**config.mk**
```make
export PLATFORM = sky130hd
export DESIGN_NAME = qrro_sqrt
export DESIGN_NICKNAME = d
export VERILOG_FILES = /design/src/hw/rtl/qrro_pkg.sv /design/src/hw/rtl/qrro_sqrt.sv
export SDC_FILE = /design/constraint.sdc
export NUM_CORES = 2
export LEC_CHECK = 0
export BUFFER_PORTS_ARGS = -buffer_cell sky130_fd_sc_hd__buf_4
export CORE_MARGIN = 3
export CORE_UTILIZATION = 35
export CTS_BUF_LIST = sky130_fd_sc_hd__clkbuf_4
export CTS_CLUSTER_DIAMETER = 30
export DETAILED_ROUTE_END_ITERATION = 7
export REMOVE_ABC_BUFFERS = 1
export SYNTH_ARGS = -nofsm -noshare
export SYNTH_HDL_FRONTEND = slang
export SYNTH_MEMORY_MAX_BITS = 65536
export SYNTH_SLANG_ARGS = --single-unit
```
**constraint.sdc**
```tcl
create_clock -name clock -period 3.45 [get_ports clock]
set_input_delay 0.345 -clock clock [delete_from_list [all_inputs] [get_ports clock]]
set_output_delay 0.345 -clock clock [all_outputs]
set_load 0.1 [all_outputs]
```
**src/hw/rtl/qrro_pkg.sv**
```systemverilog
`timescale 1ns / 1ps

package qrro_pkg;

   localparam int WORD_BITS = 32;
   localparam int FRAC_BITS = 16;

   localparam int DISC_W  = 2 * WORD_BITS + 1;
   localparam int ROOT_W  = WORD_BITS + 1;
   localparam int NUM_W   = ROOT_W + 2;
   localparam int MAG_W   = ROOT_W + 1;
   localparam int NUMER_W = MAG_W + FRAC_BITS;
   localparam int DEN_W   = WORD_BITS + 1;

   localparam logic [WORD_BITS-1:0] MINUS_ONE =
      (FRAC_BITS >= WORD_BITS - 1) ? (WORD_BITS'(1) << (WORD_BITS - 1))
                                   : (WORD_BITS'(0) - (WORD_BITS'(1) << FRAC_BITS));

   typedef enum logic [1:0] {
      ST_OK        = 2'd0,
      ST_NO_REAL   = 2'd1,
      ST_ZERO_LEAD = 2'd2,
      ST_SAT       = 2'd3
   } status_type;

   typedef struct packed {
      logic signed [WORD_BITS-1:0] coef_sq;
      logic signed [WORD_BITS-1:0] coef_lin;
      logic signed [WORD_BITS-1:0] coef_const;
   } req_type;

   typedef struct packed {
      logic signed [WORD_BITS-1:0] low_root;
      logic signed [WORD_BITS-1:0] high_root;
      status_type                  status;
   } rsp_type;

   typedef struct packed {
      logic                 a_neg;
      logic [WORD_BITS-1:0] a_mag;
      logic [WORD_BITS-1:0] b;
      status_type           code;
   } sqrt_side_type;

   typedef struct packed {
      logic       lo_neg;
      logic       hi_neg;
      status_type code;
   } div_side_type;

endpackage

```
**src/hw/rtl/qrro_sqrt.sv**
```systemverilog
`timescale 1ns / 1ps

module qrro_sqrt (
   input  logic                        clock,
   input  logic                        en,
   input  logic [qrro_pkg::DISC_W-1:0] rad,
   output logic [qrro_pkg::ROOT_W-1:0] root
);

   localparam int SW = qrro_pkg::ROOT_W;
   localparam int RW = SW + 2;
   localparam int PW = 2 * SW;

   logic [PW-1:0] rad_ff  [SW];
   logic [RW-1:0] rem_ff  [SW];
   logic [SW-1:0] root_ff [SW];

   for (genvar k = 0; k < SW; k++) begin : gen_step
      logic [PW-1:0] rad_src;
      logic [RW-1:0] rem_src;
      logic [SW-1:0] root_src;
      logic [RW-1:0] rem_sh;
      logic [RW-1:0] trial;
      logic [PW-1:0] rad_in;
      logic [RW-1:0] rem_in;
      logic [SW-1:0] root_in;

      if (k == 0) begin : gen_first
         assign rad_src  = PW'(rad);
         assign rem_src  = '0;
         assign root_src = '0;
      end else begin : gen_next
         assign rad_src  = rad_ff[k-1];
         assign rem_src  = rem_ff[k-1];
         assign root_src = root_ff[k-1];
      end

      always_comb begin
         rem_sh = {rem_src[RW-3:0], rad_src[PW-1 -: 2]};
         trial  = {root_src, 2'b01};
         rad_in = rad_src << 2;
         if (rem_sh >= trial) begin
            rem_in  = rem_sh - trial;
            root_in = {root_src[SW-2:0], 1'b1};
         end else begin
            rem_in  = rem_sh;
            root_in = {root_src[SW-2:0], 1'b0};
         end
      end

      always_ff @(posedge clock) begin
         if (en) begin
            rad_ff[k]  <= rad_in;
            rem_ff[k]  <= rem_in;
            root_ff[k] <= root_in;
         end
      end
   end

   assign root = root_ff[SW-1];

endmodule

```
==> results.yml <==
final_layout:
  area_delta_synth_final_pct: 18.1
  layout-drive-gt1-share: 0.175
  utilization: 0.417
  fin_area_um2: 145000
  nNetsFinal: 11600
synthesis:
  yosysSeqAreaShare: 0.641
  synthArstFlopShare: 0
  avgSynthCellArea_um2: 12.8
  netlist_instances: 9627
  synthFlopType: "edfxtp_1"
  netlist_area_um2: 123000
  synth_cell_types: 94
  ys_ff_latch: 2619
  yosys_warnings: 0
  synth_edf_count: 2619
setup_path:
  cp_top_family: "simple AND/OR/NAND/NOR gates"
  worst_ep_arrival_time_ns: 4.57
  crit_path_max_incr_delay_ns: 0.41
  path_cells: "inv_1, ha_1, nand2_1, o21ai_1, a2111oi_2, buf_4, nor4_1, buf_4, o2111ai_4, a31oi_1, nand3b_1, buf_6, clkbuf_16, mux2_2"
  slowest_stage: "edfxtp_1"
  critPathMaxFanout: 7
  cp_num_buf_inv: 5
  cp_common_cell: "buf_4"
  end_kind: "flop"
  start_kind: "flop"
  worstPathRequired_ns: 4.62
  critical_path_class: "reg2reg"
power:
  powerDensity_nw_per_um2: 649
  vdd_drop_max_mv: 0.330
  p_leak_nw: 56.4
sta:
  grt_setup_unrepaired: "yes"
  finalCritPeriodShare: 0.985
  max-slew-margin-rel: 0.444
  final_max_slew_viol_count: 0
  finalSetupViolCount: 0
  hold_slack_ns: 0.262
  clock.fmax_ghz: 0.294
  tightest_slew_ns: 0.827
  fin_skew_ns: 0.0840
  period_minus_slack_ns: 3.40
  final_hold_viol_count: 0
floorplanning:
  row_count: 216
  die_width_um: 598
  io_pins: 100
  initial_core_util: 0.353
  die_h_um: 598
  die-area_um2: 358000
  design.core.area_um2: 348000
flow_run:
  maxCapViolations: 0
routing:
  vias_per_cell: 4.93
  drtAntennaViolNets: 0
  drt_wl_total_mm: 273
  drt_iter0_drc: 5123
  via_count: 79300
  drc: 0
  drt-wirelength-per-cell_um: 17.0
  first_pass_iters: 6
place:
  gp_congestion: 0.887
  place_hpwl_mm: 195
  placed_cell_area_um2: 132000
  port_buffers: 99
worst_hold_path:
  min_path_type: "in2reg"
clock_tree:
  clk_pin_slew_ns: 0.06
  cts_tree: "yes"
  cts_buffer_depth: 4
  numCtsBuffers: 742
  clock_latency_ns: 1.48
  clock_sinks: 2619
  htreeDepth: 6
  ctsRootBufferMaster: "clkbuf_4"
global_routing:
  grt_max_degree: 128
  grt_pass1_vias: 80300
  antenna_found_initial: 9
  track_usage: 0.149
  grt_pass1_wl_mm: 430
  grt_remaining_overflow: 0
run_status:
  status: "complete, no violations"
power breakdown:
| group | leakage (nW) | switching, mW | internal (mW) |
|---|---|---|---|
| clock | 5.64 | 13.3 | 15.2 |
| combinational | 25.6 | 12.6 | 9.71 |
| sequential | 25.2 | 2.74 | 40.4 |
| total | 56.4 | 28.7 | 65.3 |
area by class of cell:
class / instances / area (um2)
multi-input combinational: 6059 / 41300
antenna: 14 / 35.0
clock buffer: 998 / 7490
sequential: 2619 / 78600
clock inverter: 298 / 2090
inverter: 755 / 2840
tap: 4578 / 5730
timing repair buffer: 763 / 6900
fill: 32500 / 203000
Yosys cell counts, types with 20 or more instances:
master     count  share of area
a2111oi_0     24         0.0017
a211o_1       22         0.0016
a211oi_1      36         0.0022
a21boi_0      37         0.0023
a21o_1       244          0.015
a21oi_1      647          0.026
a31oi_1       44         0.0022
and2_1        37         0.0019
and3_1        59         0.0030
buf_1         20        0.00061
clkbuf_1     168         0.0051
edfxtp_1    2619           0.64
ha_1         594          0.061
inv_1        749          0.023
mux2_2        82         0.0075
nand2_1      665          0.020
nand2b_1     125         0.0064
nand3_1      159         0.0065
nand3b_1      28         0.0017
nand4_1      112         0.0057
nor2_1       638          0.020
nor2b_1      101         0.0051
nor3_1       253          0.010
nor4_1       114         0.0058
o211ai_1      35         0.0021
o21a_1       104         0.0064
o21ai_0      528          0.022
o21bai_1      53         0.0032
o31ai_1       65         0.0040
or2_2         44         0.0022
or3_1         78         0.0040
or4_1         45         0.0028
xnor2_1      445          0.032
xor2_1       365          0.026
logic make-up after synthesis:
family | after synthesis | share of synthesized area
multiplexers | 92 | 0.00834
AND/OR/NAND/NOR | 2547 | 0.102
other | 1 | 0.0000305
adder cells (fa/ha/maj) | 594 | 0.0605
flip-flops | 2619 | 0.641
AO/OA/AOI/OAI | 2015 | 0.101
buffers and inverters | 949 | 0.0292
XOR/XNOR | 810 | 0.0578
layer usage:
layer  track usage  share of wire
met1         0.181           0.42
met2         0.260           0.50
met3        0.0271          0.047
met4        0.0594          0.034
met5             0        0.00030
timing repair:
action / CTS / global route
pin swaps: 0 / 30
hold endpoints to repair: 2684 / 0
gates cloned: 0 / 2
hold buffers: 196 / 0
setup buffers: 4 / 23
setup endpoints to repair: 64 / 413
gates resized for setup: 19 / 142
stage by stage:
stage | instances | setup slack (ns) | power (mW) | setup TNS [ns]
6_report | 16100 | 0.0523 | 94.0 | 0
5_1_grt | 16100 | -0.0736 | 100 | -0.469
4_1_cts | 16000 | 0.000619 | 95.2 | 0
3_5_place_dp | 14500 | -0.171 | 65.5 | -0.980
3_3_place_gp | 14500 | -0.123 | 65.3 | -1.35
2_1_floorplan | 9433 | -3.95 | 57.6 | -272.65
final timing paths:
check | endpoint | startpoint | cells past startpoint | slack (ns)
min reg2reg | rad_ff[0][1337] | rad_ff[0][1271] | 0 | 0.37
max reg2reg | rem_ff[0][961] | root_ff[1][336] | 14 | 0.05
min | rad_ff[0][12] | rad[12] | 3 | 0.26
max | rem_ff[0][961] | root_ff[1][336] | 14 | 0.05
cells in the final DEF (no fill, tap or decap), drive strengths merged, types with 36 or more instances in the layout:
cell         synthesis  routed
nand4              113     113
inv                753     779
buf                 26     566
mux2                82      82
and2                37      37
or2                 45      45
xnor2              445     445
edfxtp            2619    2619
and3                59      59
ha                 594     594
clkbuf             168    1000
o21bai              53      53
a211oi              36      36
nor2b              101     101
nor3               255     255
a21o               244     244
o21a               104     104
or4                 47      47
a31oi               44      44
or3                 82      82
nor4               116     116
o21ai              528     528
xor2               365     365
a21boi              38      38
a21oi              647     647
dlygate4sd3          0     195
nand2              665     665
o31ai               65      65
nor2               638     638
nand3              160     160
nand2b             125     125
clkinv               2     243
state kept, by name (all words and copies together) (netlist names):
name     flops
rem_ff    1002
root_ff    561
rad_ff    1056
worst min-delay path, cell delays in order:
cell           delay (ns)
dlygate4sd3_1        0.56
buf_4                0.12
dlygate4sd3_1        0.56
Power figures use the tool's default switching activity.
